## src/hdl/base64_chunked_encoder_core_assert.svh

```systemverilog
// Assertion macros for the base64 chunked encoder.
// Included by the top level; needs aclk and aresetn in scope.
`ifndef BASE64_CHUNKED_ENCODER_CORE_ASSERT_SVH
`define BASE64_CHUNKED_ENCODER_CORE_ASSERT_SVH

// Condition must hold in the same cycle
`define B64CE_ASSERT_SAME(label, ante, cons, msg) \
    label: assert property (@(posedge aclk) disable iff (!aresetn) (ante) |-> (cons)) \
        else $error(msg);

// Condition must hold in the following cycle
`define B64CE_ASSERT_NEXT(label, ante, cons, msg) \
    label: assert property (@(posedge aclk) disable iff (!aresetn) (ante) |=> (cons)) \
        else $error(msg);

`endif

```

## src/hdl/b64ce_pkg.sv

```systemverilog
// Package for the base64 chunked encoder: widths, character codes and the
// 6-bit to ASCII alphabet mapping. No dependencies.
package b64ce_pkg;

    localparam int ACC_W     = 14;
    localparam int CHUNK_W   = 10;
    localparam int MAX_CHARS = 6;
    localparam int IDX_W     = $clog2(MAX_CHARS);
    localparam int CNT_W     = $clog2(MAX_CHARS + 1);

    localparam logic [CHUNK_W-1:0] CHUNK_RESET = 10'd620;
    localparam logic [7:0]         PAD_CHAR    = 8'h3D;
    localparam logic [7:0]         SEP_CHAR    = 8'h00;

    // A-Z a-z 0-9 + - alphabet
    function automatic logic [7:0] b64_char(input logic [5:0] v);
        logic [7:0] c;
        c = {2'b00, v};
        priority if (v < 6'd26) begin
            c = 8'd65 + {2'b00, v};
        end else if (v < 6'd52) begin
            c = 8'd71 + {2'b00, v};
        end else if (v < 6'd62) begin
            c = {2'b00, v} - 8'd4;
        end else if (v == 6'd62) begin
            c = 8'h2B;
        end else begin
            c = 8'h2D;
        end
        return c;
    endfunction

endpackage

```

## src/hdl/base64_chunked_encoder_core.sv

```systemverilog
// Base64 (A-Z a-z 0-9 + - alphabet) encoder with chunk separators and '=' padding.
// Depends on b64ce_pkg and base64_chunked_encoder_core_assert.svh.
//
// Usage:
//   s_ channel: one raw byte per beat (s_tdata), s_tlast marks the final
//   byte of a stream. m_ channel: one output byte per beat, either an
//   alphabet character, a '=' pad, or a 0x00 chunk separator; m_tlast is
//   set on the final output beat produced by each input byte.
//   cfg_ channel: chunk length in characters, always ready; write it only
//   while the encoder is idle.
// Timing: an input byte produces one to eight output beats (up to four
//   characters, each possibly preceded by a separator). The characters
//   wait in the item register and pass into the output register that drives
//   m_; the output port delivers one beat per cycle while m_tready is high.
//   The next byte is accepted in the cycle the previous byte's last result
//   enters the output register.
// Reset: aresetn low for one clock clears the stream state and chunk count
//   and sets the chunk length to 620. Bytes after a final byte start a new
//   stream.
// Stall: m_tready low holds the output register; the item register fills
//   and s_tready drops until output moves again.
module base64_chunked_encoder_core (
    input  logic                          aclk,
    input  logic                          aresetn,
    // input byte stream
    input  logic                          s_tvalid,
    output logic                          s_tready,
    input  logic [7:0]                    s_tdata,   // [7:0] data_byte
    input  logic                          s_tlast,   // last_byte
    // encoded stream
    output logic                          m_tvalid,
    input  logic                          m_tready,
    output logic [7:0]                    m_tdata,   // [7:0] out_char
    output logic                          m_tlast,   // end_of_output
    // chunk length register
    input  logic                          cfg_valid,
    output logic                          cfg_ready,
    input  logic [b64ce_pkg::CHUNK_W-1:0] cfg_data
);

    // stream state
    logic [b64ce_pkg::ACC_W-1:0]   acc_reg, acc_next;
    logic [2:0]                    pend_reg, pend_next;
    logic [1:0]                    phase_reg, phase_next;
    logic [b64ce_pkg::CHUNK_W-1:0] len_reg;

    // item register: character list of one input byte
    logic                          a_valid_reg, a_valid_next;
    logic [7:0]                    a_char_reg [b64ce_pkg::MAX_CHARS];
    logic [7:0]                    a_char_next [b64ce_pkg::MAX_CHARS];
    logic [b64ce_pkg::CNT_W-1:0]   a_nchar_reg, a_nchar_next;
    logic                          a_last_reg, a_last_next;
    logic [b64ce_pkg::IDX_W-1:0]   a_idx_reg, a_idx_next;
    logic                          sep_done_reg, sep_done_next;
    logic [b64ce_pkg::CHUNK_W-1:0] cnt_reg, cnt_next;

    // output register
    logic                          m_valid_reg, m_valid_next;
    logic [7:0]                    m_char_reg, m_char_next;
    logic                          m_end_reg, m_end_next;

    // encode datapath
    logic                          accept;
    logic [b64ce_pkg::ACC_W-1:0]   acc_new;
    logic [3:0]                    bits, r1, r1m6;
    logic                          two;
    logic [2:0]                    rem;
    logic [5:0]                    c0_idx, c1_idx, tail_idx;
    logic [b64ce_pkg::ACC_W-1:0]   sh0, sh1, sht;
    logic                          has_tail;
    logic [b64ce_pkg::CNT_W-1:0]   nd, nc_pre, pads;
    logic [1:0]                    phase_sum, pad_cnt;

    // emitter control
    logic                          out_free, need_sep, step, final_char;

    assign cfg_ready = 1'b1;
    assign m_tvalid  = m_valid_reg;
    assign m_tdata   = m_char_reg;
    assign m_tlast   = m_end_reg;

    assign out_free   = !m_valid_reg || m_tready;
    assign need_sep   = (cnt_reg >= len_reg) && !sep_done_reg;
    assign step       = a_valid_reg && out_free;
    assign final_char = step && !need_sep &&
                        (b64ce_pkg::CNT_W'(a_idx_reg) ==
                         (a_nchar_reg - b64ce_pkg::CNT_W'(1)));
    assign s_tready   = !a_valid_reg || final_char;
    assign accept     = s_tvalid && s_tready;

    // split the new byte into 6-bit groups, tail and pad count
    always_comb begin
        acc_new = {acc_reg[b64ce_pkg::ACC_W-9:0], s_tdata};
        bits    = {1'b0, pend_reg} + 4'd8;
        if (bits > 4'd13) begin
            bits = 4'd13;
        end
        r1   = bits - 4'd6;
        two  = (r1 >= 4'd6);
        r1m6 = r1 - 4'd6;
        rem  = two ? r1m6[2:0] : r1[2:0];
        sh0  = acc_new >> r1;
        sh1  = acc_new >> r1m6;
        sht  = acc_new << (3'd6 - rem);
        c0_idx   = sh0[5:0];
        c1_idx   = sh1[5:0];
        tail_idx = sht[5:0];
        has_tail = s_tlast && (rem != 3'd0);
        nd        = two ? b64ce_pkg::CNT_W'(2) : b64ce_pkg::CNT_W'(1);
        nc_pre    = nd + b64ce_pkg::CNT_W'(has_tail);
        phase_sum = phase_reg + nc_pre[1:0];
        // pads bring the character count to a multiple of four
        pad_cnt   = 2'd0 - phase_sum;
        pads      = s_tlast ? b64ce_pkg::CNT_W'(pad_cnt) : '0;
    end

    // stream state and item register loading
    always_comb begin
        acc_next     = acc_reg;
        pend_next    = pend_reg;
        phase_next   = phase_reg;
        a_nchar_next = a_nchar_reg;
        a_last_next  = a_last_reg;
        for (int i = 0; i < b64ce_pkg::MAX_CHARS; i++) begin
            a_char_next[i] = a_char_reg[i];
        end
        if (accept) begin
            acc_next     = s_tlast ? '0 : acc_new;
            pend_next    = s_tlast ? 3'd0 : rem;
            phase_next   = s_tlast ? 2'd0 : phase_sum;
            a_nchar_next = nc_pre + pads;
            a_last_next  = s_tlast;
            for (int i = 0; i < b64ce_pkg::MAX_CHARS; i++) begin
                if (b64ce_pkg::CNT_W'(i) < nd) begin
                    a_char_next[i] = b64ce_pkg::b64_char((i == 0) ? c0_idx : c1_idx);
                end else if (b64ce_pkg::CNT_W'(i) == nd && has_tail) begin
                    a_char_next[i] = b64ce_pkg::b64_char(tail_idx);
                end else begin
                    a_char_next[i] = b64ce_pkg::PAD_CHAR;
                end
            end
        end
    end

    // emitter: one separator or character per free output slot
    always_comb begin
        a_valid_next  = a_valid_reg;
        a_idx_next    = a_idx_reg;
        sep_done_next = sep_done_reg;
        cnt_next      = cnt_reg;
        m_valid_next  = m_valid_reg;
        m_char_next   = m_char_reg;
        m_end_next    = m_end_reg;
        if (m_valid_reg && m_tready) begin
            m_valid_next = 1'b0;
        end
        if (step) begin
            m_valid_next = 1'b1;
            if (need_sep) begin
                m_char_next   = b64ce_pkg::SEP_CHAR;
                m_end_next    = 1'b0;
                cnt_next      = '0;
                sep_done_next = 1'b1;
            end else begin
                m_char_next   = a_char_reg[a_idx_reg];
                m_end_next    = final_char;
                cnt_next      = cnt_reg + b64ce_pkg::CHUNK_W'(1);
                sep_done_next = 1'b0;
                a_idx_next    = a_idx_reg + b64ce_pkg::IDX_W'(1);
                if (final_char) begin
                    a_valid_next = 1'b0;
                    a_idx_next   = '0;
                    if (a_last_reg) begin
                        cnt_next = '0;
                    end
                end
            end
        end
        if (accept) begin
            a_valid_next = 1'b1;
            a_idx_next   = '0;
        end
    end

    // control registers
    always_ff @(posedge aclk) begin
        if (!aresetn) begin
            acc_reg      <= '0;
            pend_reg     <= '0;
            phase_reg    <= '0;
            len_reg      <= b64ce_pkg::CHUNK_RESET;
            a_valid_reg  <= 1'b0;
            a_idx_reg    <= '0;
            sep_done_reg <= 1'b0;
            cnt_reg      <= '0;
            m_valid_reg  <= 1'b0;
        end else begin
            acc_reg      <= acc_next;
            pend_reg     <= pend_next;
            phase_reg    <= phase_next;
            if (cfg_valid && cfg_ready) begin
                len_reg <= cfg_data;
            end
            a_valid_reg  <= a_valid_next;
            a_idx_reg    <= a_idx_next;
            sep_done_reg <= sep_done_next;
            cnt_reg      <= cnt_next;
            m_valid_reg  <= m_valid_next;
        end
    end

    // payload registers
    always_ff @(posedge aclk) begin
        for (int i = 0; i < b64ce_pkg::MAX_CHARS; i++) begin
            a_char_reg[i] <= a_char_next[i];
        end
        a_nchar_reg <= a_nchar_next;
        a_last_reg  <= a_last_next;
        m_char_reg  <= m_char_next;
        m_end_reg   <= m_end_next;
    end

    // checks
`include "base64_chunked_encoder_core_assert.svh"

    `B64CE_ASSERT_SAME(a_sep_not_last,
        m_valid_reg && m_char_reg == b64ce_pkg::SEP_CHAR, !m_end_reg,
        "separator beat flagged as last")
    `B64CE_ASSERT_SAME(a_idx_in_range,
        a_valid_reg, b64ce_pkg::CNT_W'(a_idx_reg) < a_nchar_reg,
        "character index past item length")
    `B64CE_ASSERT_SAME(a_ready_when_empty,
        !a_valid_reg, s_tready,
        "input stalled with empty item register")
    `B64CE_ASSERT_NEXT(a_sep_then_char,
        step && need_sep, !need_sep,
        "two separators in a row")

endmodule
```

## config.mk

```make
export PLATFORM = sky130hd
export DESIGN_NAME = base64_chunked_encoder_core
export DESIGN_NICKNAME = d
export VERILOG_FILES = /design/src/hdl/b64ce_pkg.sv /design/src/hdl/base64_chunked_encoder_core.sv
export VERILOG_INCLUDE_DIRS = /design/src /design/src/hdl
export SDC_FILE = /design/constraint.sdc
export NUM_CORES = 1
export LEC_CHECK = 0
export ABC_AREA = 1
export BUFFER_PORTS_ARGS = -buffer_cell sky130_fd_sc_hd__buf_2
export CAP_MARGIN = 20
export CORE_ASPECT_RATIO = 1.5
export CORE_MARGIN = 8
export CORE_UTILIZATION = 49
export CTS_CLUSTER_DIAMETER = 120
export DETAILED_ROUTE_END_ITERATION = 6
export PLACE_DENSITY = 0.67
export RECOVER_POWER = 25
export SLEW_MARGIN = 30
export SYNTH_ARGS = -nofsm -noshare
export SYNTH_HDL_FRONTEND = slang
export SYNTH_SLANG_ARGS = --single-unit
```

## constraint.sdc

```tcl
create_clock -name aclk -period 9.8 [get_ports aclk]
set_input_delay 0.49 -clock aclk [delete_from_list [all_inputs] [get_ports aclk]]
set_output_delay 0.49 -clock aclk [all_outputs]
set_load 0.01 [all_outputs]
```

==> results of run 1 <==
[worst max path at each step]
| stage | to | slack [ps] | depth (start not counted) |
|---|---|---|---|
| after floorplan | a_nchar_reg[2] | 6440 | 18 |
| after global placement | a_char_reg[1][5] | 5470 | 19 |
| after detailed placement | a_nchar_reg[2] | 5320 | 16 |
| after CTS | a_nchar_reg[2] | 5310 | 16 |
| after global routing | a_char_reg[1][2] | 4900 | 21 |
| final | a_nchar_reg[2] | 5290 | 16 |
[logic make-up after synthesis]
logic type      share of synthesized area [%]
simple gates                             35.5
other cells                            0.0651
xor+xnor                                 3.34
fa+ha+maj                                7.73
flops                                    32.1
compound gates                           12.1
buf+inv                                  9.08
[power groups by stage]
stage                     clock network (mW)  registers, mW  logic, mW
after floorplan                            0          0.384      0.300
after global placement                     0          0.390      0.386
after detailed placement                   0          0.390      0.393
after CTS                              0.391          0.383      0.395
after global routing                   0.402          0.386      0.447
final                                  0.384          0.383      0.394
[synth_stat cells (2+ instances only)]
library cell  count  area (µm²)
a21oi_1          42         210
a2bb2oi_1         3        26.3
a31oi_1           6        37.5
buf_2             9        45.0
buf_6             2        22.5
clkbuf_1         10        37.5
clkinv_1          5        18.8
dfxtp_1          37         741
edfxtp_1         37        1110
ha_1             34         425
inv_1            80         300
inv_2            13        48.8
inv_4             3        18.8
nand2_1         183         687
nand2_2          25         156
nand2_4           9         101
nand3_1         104         521
nand3_2           6        60.1
nand3b_1          3        22.5
nand4_1          14        87.6
nor2_1           73         274
nor2_2            5        31.3
nor2_4            4        45.0
o211ai_1         13        97.6
o21a_1            3        22.5
o21ai_0          37         185
o21ai_1          13        65.1
o22ai_1           3        18.8
or2_2             7        43.8
xnor2_1           4        35.0
xor2_1           18         158
[metal layers]
metal	GRT usage [%]	share of wire, %
met1	19.8	38
met3	2.77	2.7
met2	41.0	55
met4	12.4	5.0
met5	0	0
[worst max-delay path, delay by kind of cell (launching register included)]
kind            cells  cell delay (ps)
flops               1              840
simple gates        3              400
compound gates      1              240
xor+xnor            3              570
buf+inv             4              440
fa+ha+maj           5             1760
[final cells by class]
type	count	area [µm²]	area share (%)
Tap cell	150	188	2.95
Sequential cell	74	1850	29.1
Multi-Input combinational cell	618	3400	53.5
Inverter	101	387	6.08
Clock buffer	9	225	3.54
Clock inverter	7	126	1.99
Timing Repair Buffer	35	183	2.87
[metrics by stage]
stage	instance area, µm²	utilization, %
after floorplan	5760	-
after global placement	6000	52.3
after detailed placement	6020	52.5
after CTS	6370	55.6
after global routing	6360	55.4
final	6360	55.4
==> run summary, run 1 <==
Gates resized during post-CTS repair numbered 0. The CTS buffer count came out at 9. The endpoint identified for the worst register-to-register timing path is a_nchar_reg[2]. The signal on the critical path passes through inv_4 > nand2_4 > inv_4 > ha_1 > ha_1 > a21oi_1 > ha_1 > inv_1 > ha_1 > xor2_1 > xor2_1 > inv_1 > nand2_1 > nand3_1 > fa_1 > xor2_1.

The worst hold path belongs to the class input port to flop. The max-cap violation count was 0; the summed instance area of the synthesized netlist was 0.00576 mm². The clock passes through at most 2 buffers.

The total count of max-transition violations in the final report is 0, and the number of synthesized flops with an enable pin is 37. The register-to-register path setup slack came out at 5290 ps. Once placement completed, the tool counted placed cells totaling 978.

The initialized floorplan defines 48 standard-cell rows. The area overhead of the layout relative to synthesis works out to 10.4%. The flow ran to the end, and the final reports show no timing, DRC or antenna violations. After detailed routing, the number of remaining DRC violations is 0. The global router's overall resource usage was 20.8%.

For this run, the slowest stage of the critical path takes 840 ps. The cell depth of the worst flop-to-flop path is 16. The worst hold path begins at cfg_data[9]. The routed layout has 5,463 vias.

The tools report the final setup violation count as 0. Setup repair after global routing left no endpoint under its margin. The count of cells along the worst hold path came out at 3.

The clock power share came out at 33.1%. Most frequent standard cell in the layout excluding fill and tap cells: nand2_1. The design draws 1.16 mW.

For the number of antenna violations at the first check in global routing, the log shows 0. Among the stages of the critical path, the cell type that occurs most often is ha_1. The number of DRC markers in iteration 0 came out at 234. The sequential cell area fraction in the yosys report came out at 32.1%.

Setup total negative slack on the finished layout was measured at 0 ps. STA puts the critical path data arrival time at 4590 ps. The width of the chip works out to 105 µm. The largest net degree at the start of global routing is 25, and the number of flip-flops under the largest register name is 24. The average instance in the mapped netlist occupies 7.05 µm².

The tools report the data required time of the worst path as 9880 ps. After technology mapping, the gate count stands at 817. Headroom to the max-slew limit came out at 46.7%.

The insertion delay of the later-clocked pin in the worst-skew pair is 340 ps. In this run the static leakage power is 2.93 nW. The routability congestion estimate from global placement is 0.954, and the number of post-CTS setup repair buffers is 0. In this run the critical register-to-register path is launched from pend_reg[2]. The core region is 0.0115 mm².

Dividing the detail-routed via count by the number of cells gives 5.50. Startpoint-to-endpoint class of the critical path: flop to flop. Number of non-filler instances in the completed layout: 994. Final hold analysis gives a worst-case slack of 369 ps. Internal power comes to 0.747 mW. The worst setup path is launched from a flop. The final-report hold violation count was 0. The final-stage net count is 898, and the worst slack at placement is 5320 ps. For this run the aggregate overflow at the end of global routing stands at 0.

The most critical setup path has its startpoint at pend_reg[2]. During placement, the flow inserted port buffers numbering 34. The number of nets in the synthesized netlist is 876, and the count of cell types in the netlist is 43.

The first global-routing pass estimated 26.1 mm of wire. The actual transition at the worst max-transition pin is 798 ps, and the proportion of total power due to net switching is 35.6%. Clock-pin slew was measured on the worst setup and hold paths at 60 ps. Total inserted antenna cells: 0.

End of the worst hold path: len_reg[9]. The floorplan step defined a die boundary enclosing 0.0156 mm². The maximum net fanout on the critical path works out to 19. The root buffer cell chosen for the clock tree is clkbuf_16.

The tools report the total iterations of the first detailed-routing run as 6. The tools report the initial core utilization as 50.2%. During I/O placement, the number of pins put on the boundary was 36. The layout has 1,132 filler cells. The tools report the post-detailed-placement half-perimeter wirelength as 12.5 mm. Via count of the first global-routing pass: 5,490. The die is 149 µm tall. The number of clock sinks seen by CTS was 74. Hold repair after CTS inserted 0 buffers. Type of destination of the critical path: a flop. For this design the total switching power over the nets is 0.414 mW. The average detailed-routed wire length per instance came out at 15.8 µm.

TritonCTS built the clock tree. The minimum clock period was 4510 ps. Clock skew on the completed layout was measured at 7.35 ps. The proportion of layout cells with a drive suffix above 1 works out to 13.5%. For the number of antenna-violating nets in the routed design, the log shows 0. In the synthesized netlist the async set-or-reset flop fraction comes to 0%.

In the layout the commonest cells are 183 x nand2_1, 104 x nand3_1, 80 x inv_1. After layout, the worst setup slack is 5290 ps. The clock tree synthesis step divided the H-tree into 3 levels. The run gives 33.9% as the logic gate share of total power. The cell with the largest stage delay on the worst path was dfxtp_1. The total routed wirelength came out at 15.7 mm.

IR analysis of the VDD net gives a maximum drop of 0.0868 mV. The power density over the cells was 183 mW/mm²; the period utilization was 46.0%. In this run, flip-flops and latches consume 33.0% of the power. During synthesis, Yosys emitted a total of 0 warnings.

The run gives 222 MHz as the maximum clock rate. In the synthesized netlist the dominant register cell turns out to be edfxtp_1. The flip-flop and latch count after synthesis is 74.
Note: power is estimated with default switching activity, not from simulation.
==> run 2: changes to the inputs <==
--- a/config.mk
+++ b/config.mk
@@ -14,7 +14,7 @@
 export CORE_UTILIZATION = 49
 export CTS_CLUSTER_DIAMETER = 120
 export DETAILED_ROUTE_END_ITERATION = 6
-export PLACE_DENSITY = 0.67
+export PLACE_DENSITY = 0.69
 export RECOVER_POWER = 25
 export SLEW_MARGIN = 30
 export SYNTH_ARGS = -nofsm -noshare
==> constraint.sdc (replaced) <==
create_clock -name aclk -period 4.1 [get_ports aclk]
set_input_delay 0.205 -clock aclk [delete_from_list [all_inputs] [get_ports aclk]]
set_output_delay 0.205 -clock aclk [all_outputs]
set_load 0.01 [all_outputs]
==> run summary, run 2 (synthesized netlist as in run 1, its figures left out) <==
The cell depth of the worst flop-to-flop path was 16 (unchanged). The actual transition at the worst max-transition pin was 811 ps (+13.3 ps); the number of antenna-violating nets in the routed design was 0 (unchanged). For the count of boundary I/O pins, the log shows 36 (unchanged). The number of DRC markers in iteration 0 came out at 308 (+32%).

The arrival time reported for the critical path endpoint was 3850 ps (-740 ps). For the global-route wire length before repair, the log shows 25.6 mm (-1.9%). Traced cell by cell, the critical path runs through inv_4 > nand2_4 > inv_4 > ha_1 > ha_1 > a21oi_1 > ha_1 > inv_1 > ha_1 > xor2_1 > xor2_1 > inv_1 > nand2_1 > nand3_1 > fa_1 > xor2_1. The area overhead of the layout relative to synthesis was 9.12%. The largest individual stage delay along the critical path comes from the cell dfxtp_1.

The width of the chip was 105 µm (unchanged). For the maximum count of clock buffers along a single path, the log shows 2 (unchanged). The count of cells along the worst hold path is 3 (unchanged). The maximum clock skew at final layout is 8.03 ps (+0.677 ps). The residual DRC count was 0 (unchanged); the maximum net fanout on the critical path was 19 (unchanged). The cell at the root of the clock tree is clkbuf_16.

The die span in y came out at 149 µm (unchanged). In this run the critical register-to-register path is captured at a_nchar_reg[2]. For the final setup violation count, the log shows 0 (unchanged).

The post-detailed-placement half-perimeter wirelength is 12.2 mm (-2.2%), and the average vias per placed instance is 5.51 (+0.17%). The number of clock sinks seen by CTS came out at 74 (unchanged). The count of input and output buffers is 34 (unchanged), and the total inserted antenna cells is 0 (unchanged).

The most frequent standard cell in the layout excluding fill and tap cells was nand2_1. The final critical-path setup slack was 334 ps (-4960 ps). The number of antenna violations at the first check in global routing is 0 (unchanged).

Setup repair after global routing left no endpoint under its margin. The routability congestion estimate from global placement was 0.948 (-0.62%); the worst slack at placement was 391 ps (-4930 ps). The proportion of total power due to net switching was 37.8% (+2.2 points). The library cells used most frequently in the layout, excluding fill and tap cells, are 183 x nand2_1, 104 x nand3_1, 80 x inv_1.

The number of resized instances in the post-cts repair step came out at 0 (unchanged). The max-cap violation count was 0 (unchanged); the CTS buffer count was 9 (unchanged). The global router's overall resource usage was 20.3% (-0.52 points); the minimum clock period was 3770 ps (-743 ps). TritonCTS built the clock tree. The run finished with clean final reports. Final-stage net count: 901 (+0.33%).

The logs give 266 MHz (+20%) for the maximum clock rate and 2.91 nW (-0.83%) for the leakage power summed over all cells. For the register-to-register path setup slack, the log shows 330 ps (-4960 ps). Cell type group with the largest total delay on the critical path: adder cells. The period utilization is 91.9% (+46 points). The count of buffer and inverter cells on the critical path works out to 4 (unchanged).

The logic gate share of total power is 36.2% (+2.3 points). The total number of vias was 5,489 (+0.48%). The run gives 7 (+1) as the total iterations of the first detailed-routing run. The total congestion overflow is 0 (unchanged).

The cell internal power dissipation was 1.61 mW (+120%). The longest individual stage delay on the worst path was 500 ps (-340 ps). The total count of max-transition violations in the final report is 0 (unchanged), and the setup TNS after final layout is 0 ps (unchanged).

Number of buffers inserted by hold repair at cts: 0 (unchanged). The worst hold path begins at cfg_data[6]. The via count of the first global-routing pass came out at 5,513 (+0.42%). The initial core utilization is 50.2% (unchanged). The largest net degree at the start of global routing is 39 (+56%).

Startpoint-to-endpoint class of the critical path: flop to flop. The number of flip-flops under the largest register name came out at 24 (unchanged). The insertion delay of the later-clocked pin in the worst-skew pair is 340 ps (about the same), and the total number of placement rows is 48 (unchanged). The number of H-tree levels is 3 (unchanged). Relative slew slack: 45.9% (-0.82 points).

The clock-pin slew of the registers on the worst-case setup and hold paths is 60 ps (about the same). The clock power share was 28.6% (-4.5 points). The worst setup path is launched from a flop. The data required time of the worst path was 4190 ps (-5690 ps). The startpoint identified for the worst register-to-register timing path is pend_reg[2]. The power density over the cells is 412 mW/mm² (+130%). The total die area was 0.0156 mm² (unchanged). Peak ir drop on the vdd network: 0.215 mV (+150%). Worst min-delay path class: input port to flop. For the instance area at placement, the log shows 0.00603 mm² (about the same). The net switching power of the design is 0.980 mW (+140%).

The final-report hold violation count is 0 (unchanged). The area of the core was 0.0115 mm² (unchanged); the post-route cell area was 0.00629 mm² (-1.1%). The proportion of layout cells with a drive suffix above 1 works out to 13.7% (+0.19 points). The tools report the type of destination of the critical path as a flop. Total routed wirelength: 15.6 mm (-0.91%). The tools report the end of the worst hold path as len_reg[6]. Average detailed-routed wire length per instance: 15.6 µm (-1.2%).

The sequential share of power is 35.2% (+2.2 points), and the number of post-CTS setup repair buffers is 0 (unchanged). The most repeated library cell on the critical path was ha_1.
## run 2: cell count changes in the layout (fill, tap and decap cells not counted), sizes merged
cell	before	now
buf	23	25
bufinv	3	0
clkbuf	21	23
clkinv	7	9
## run 2: per-stage QoR
stage	hold slack [ps]	power (mW)	util (%)	cells
final	82.5	2.59	54.8	997
after global routing	94.9	2.76	54.8	997
after CTS	75.8	2.60	55.0	997
after detailed placement	429	1.86	52.5	981
after global placement	419	1.84	52.5	981
after floorplan	304	1.63	-	817
## run 2: worst min-delay path: stages
cell     delay (ps)
buf_2            80
a21oi_1          50
o21ai_0          60
## run 2: how the worst max path moves through the flow
stage                startpoint        endpoint  slack [ps]  cells after the start
finish              pend_reg[2]  a_nchar_reg[2]         330                     16
global route        pend_reg[2]  a_nchar_reg[2]          30                     16
CTS                 pend_reg[2]  a_nchar_reg[2]         370                     16
global placement    pend_reg[2]  a_nchar_reg[2]         510                     16
detailed placement  pend_reg[2]  a_nchar_reg[2]         390                     16
floorplan           pend_reg[2]  a_nchar_reg[2]         740                     18
## run 2: power by group through the flow
stage | Clock (mW) | Sequential (mW) | Combinational [mW]
after detailed placement | 0 | 0.928 | 0.930
after floorplan | 0 | 0.917 | 0.717
after CTS | 0.751 | 0.912 | 0.935
after global placement | 0 | 0.926 | 0.916
after global routing | 0.778 | 0.919 | 1.06
final | 0.743 | 0.911 | 0.938
## run 2: final cells by class
| type | instances | area [µm²] |
|---|---|---|
| well taps | 150 | 188 |
| inverters | 101 | 387 |
| flip-flops and latches | 74 | 1850 |
| fillers | 1136 | 5180 |
| clock buffers | 10 | 239 |
| clock inverters | 6 | 40.0 |
| multi-input cells | 618 | 3400 |
| repair buffers | 38 | 184 |
## run 2: metal layers
metal  track usage [%]  vias to the layer above  part of all wire, %
met5                 0                        -                    0
met4              14.0                        0                  5.7
met3              2.98                       61                  3.6
met2              38.8                      169                   54
met1              19.4                     2500                   37
li1                  -                     2759                    -
==> run 3: changes to the inputs <==
--- a/config.mk
+++ b/config.mk
@@ -11,10 +11,10 @@
 export CAP_MARGIN = 20
 export CORE_ASPECT_RATIO = 1.5
 export CORE_MARGIN = 8
-export CORE_UTILIZATION = 49
+export CORE_UTILIZATION = 55
 export CTS_CLUSTER_DIAMETER = 120
 export DETAILED_ROUTE_END_ITERATION = 6
-export PLACE_DENSITY = 0.69
+export PLACE_DENSITY = 0.76
 export RECOVER_POWER = 25
 export SLEW_MARGIN = 30
 export SYNTH_ARGS = -nofsm -noshare
==> run summary, run 3 (synthesized netlist as in run 1, its figures left out) <==
The setup path with the least slack is of type flop to flop. The worst register-to-register path begins at pend_reg[2]. The total congestion overflow was 0 (unchanged). The critical path starts at pend_reg[2]. The initial core utilization was 55.3% (+5.1 points). Power density over the cells: 415 mW/mm² (+0.72%). The final-report hold violation count is 0 (unchanged), and the register-to-register path setup slack is 430 ps (+100 ps).

The top cell types in the final layout, fill and taps aside, are 183 x nand2_1, 104 x nand3_1, 80 x inv_1. The global-route wire length before repair is 25.3 mm (-1.2%). The minimum clock period is 3670 ps (-100 ps), and the leakage power summed over all cells is 2.93 nW (+0.82%). The number of antenna-violating nets in the routed design is 0 (unchanged). Proportion of total power due to net switching: 36.7% (-1.1 points). The number of H-tree levels came out at 3 (unchanged). The number of flip-flops under the largest register name works out to 24 (unchanged). The maximum clock rate was 273 MHz (+2.7%).

The number of buffers inserted by hold repair at cts was 0 (unchanged). The data required time of the worst path was 4190 ps (about the same); the peak ir drop on the vdd network was 0.221 mV (+2.9%). The logs give 0 (unchanged) for the final setup violation count and 0 (unchanged) for the number of antenna violations at the first check in global routing. Reg-to-reg critical path endpoint: a_nchar_reg[2]. Net switching power of the design: 0.964 mW (-1.6%). Total count of max-transition violations in the final report: 0 (unchanged). The run finished with clean final reports. The clock-pin slew of the registers on the worst-case setup and hold paths was 60 ps (about the same). The number of clock sinks seen by CTS was 74 (unchanged). The proportion of layout cells with a drive suffix above 1 is 13.6% (-0.048 points). Following the worst setup path forward leads to its endpoint at a_nchar_reg[2]. For the maximum clock skew at final layout, the log shows 7.09 ps (-0.944 ps).

TritonCTS built the clock tree. The die span in y is 141 µm (-5.0%), and the worst slack at placement is 485 ps (+93.6 ps). The logs give 22.5% (+2.3 points) for the global router's overall resource usage and 0.0141 mm² (-9.5%) for the total die area.

The CTS buffer count came out at 9 (unchanged). STA classifies the critical path endpoint as a flop. The average vias per placed instance is 5.51 (about the same). The tools report the routability congestion estimate from global placement as 0.911 (-3.9%).

Arrival time reported for the critical path endpoint: 3750 ps (-100 ps). The logs give 35.9% (-0.3 points) for the logic gate share of total power and 5,265 (-4.5%) for the via count of the first global-routing pass. The period utilization was 89.4% (-2.4 points). The relative slew slack was 49.4% (+3.5 points). The library cell used most frequently in the layout, excluding fill and tap cells, is nand2_1. The total iterations of the first detailed-routing run was 5 (-2); the cell depth of the worst flop-to-flop path was 16 (unchanged). The total inserted antenna cells was 0 (unchanged); the maximum count of clock buffers along a single path was 2 (unchanged). The worst min-delay path class was input port to flop. The clock power share was 29.4% (+0.8 points); the maximum net fanout on the critical path was 24 (+5). Final critical-path setup slack: 434 ps (+100 ps). Setup repair after global routing left no endpoint under its margin.

The final-stage net count is 904 (+0.33%). The average detailed-routed wire length per instance is 15.6 µm (-0.34%), and the total routed wirelength is 15.5 mm (-0.64%). The count of boundary I/O pins is 36 (unchanged).

For the largest net degree at the start of global routing, the log shows 33 (-15%). The logs give 5,475 (-0.26%) for the total number of vias and 0 (unchanged) for the number of resized instances in the post-cts repair step. The root buffer cell chosen for the clock tree is clkbuf_16. The tools report the kind of launch point of the worst setup path as a flop. The cell internal power dissipation was 1.66 mW (+3.2%); the sequential share of power was 34.6% (-0.6 points). The run gives 330 ps (about the same) as the insertion delay of the later-clocked pin in the worst-skew pair. The actual transition at the worst max-transition pin is 759 ps (-52.0 ps), and the post-detailed-placement half-perimeter wirelength is 12.2 mm (-0.56%). Residual DRC count: 0 (unchanged). The width of the chip is 99.6 µm (-4.8%).

The run gives 285 (-7.5%) as the number of DRC markers in iteration 0. The total number of placement rows was 46 (-4.2%). The max-cap violation count came out at 0 (unchanged). The run gives 0 ps (unchanged) as the setup TNS after final layout. The number of post-CTS setup repair buffers was 0 (unchanged); the area of the core was 0.0104 mm² (-9.2%).

The count of input and output buffers was 34 (unchanged); the area overhead of the layout relative to synthesis was 9.81%.
## run 3: power groups by stage
stage | sequential [mW] | combinational [mW] | clock (mW)
global placement | 0.925 | 0.911 | 0
finish | 0.910 | 0.944 | 0.774
detailed placement | 0.926 | 0.930 | 0
CTS | 0.910 | 0.935 | 0.786
global route | 0.917 | 1.06 | 0.814
floorplan | 0.917 | 0.717 | 0
## run 3: worst min-delay path by stage
stage                           start         end  cells past startpoint
after global routing      cfg_data[6]  len_reg[6]                      3
final                     cfg_data[9]  len_reg[9]                      3
after global placement    cfg_data[5]  len_reg[5]                      3
after detailed placement  cfg_data[9]  len_reg[9]                      3
after floorplan               s_tlast  a_last_reg                      0
after CTS                 cfg_data[9]  len_reg[9]                      3
## run 3: metal layers
metal	share of wire, %	vias up	track usage, %	wire length (µm)
li1	-	2758	-	-
met3	3.7	62	3.24	569
met2	53	154	42.2	8170
met1	37	2501	22.5	5790
met4	6.2	0	14.7	953
met5	0	-	0	0
## run 3: area by class of cell
type	instances	area, µm²
Clock buffer	11	233
Clock inverter	5	55.1
Fill cell	985	4090
Inverter	101	387
Multi-Input combinational cell	618	3400
Sequential cell	74	1850
Tap cell	144	180
Timing Repair Buffer	41	223
## run 3: worst max-delay path: stages, from the launching register on
cell,delay [ps]
dfxtp_1,400
buf_4,220
nand2_4,160
nand2_4,310
inv_4,80
ha_1,210
a21oi_1,260
ha_1,290
inv_1,70
ha_1,160
xor2_1,170
xor2_1,210
inv_1,80
nand2_1,60
nand3_1,90
fa_1,460
xor2_1,170
## run 3: through the flow
step	power, mW	hold WS (ps)	std cells	util, %	area (µm²)
after CTS	2.63	74.0	993	60.7	6320
final	2.63	85.0	994	60.7	6330
after detailed placement	1.86	425	977	57.9	6030
after global placement	1.84	417	977	57.9	6030
after global routing	2.79	92.5	994	60.7	6330
after floorplan	1.63	304	817	-	5760
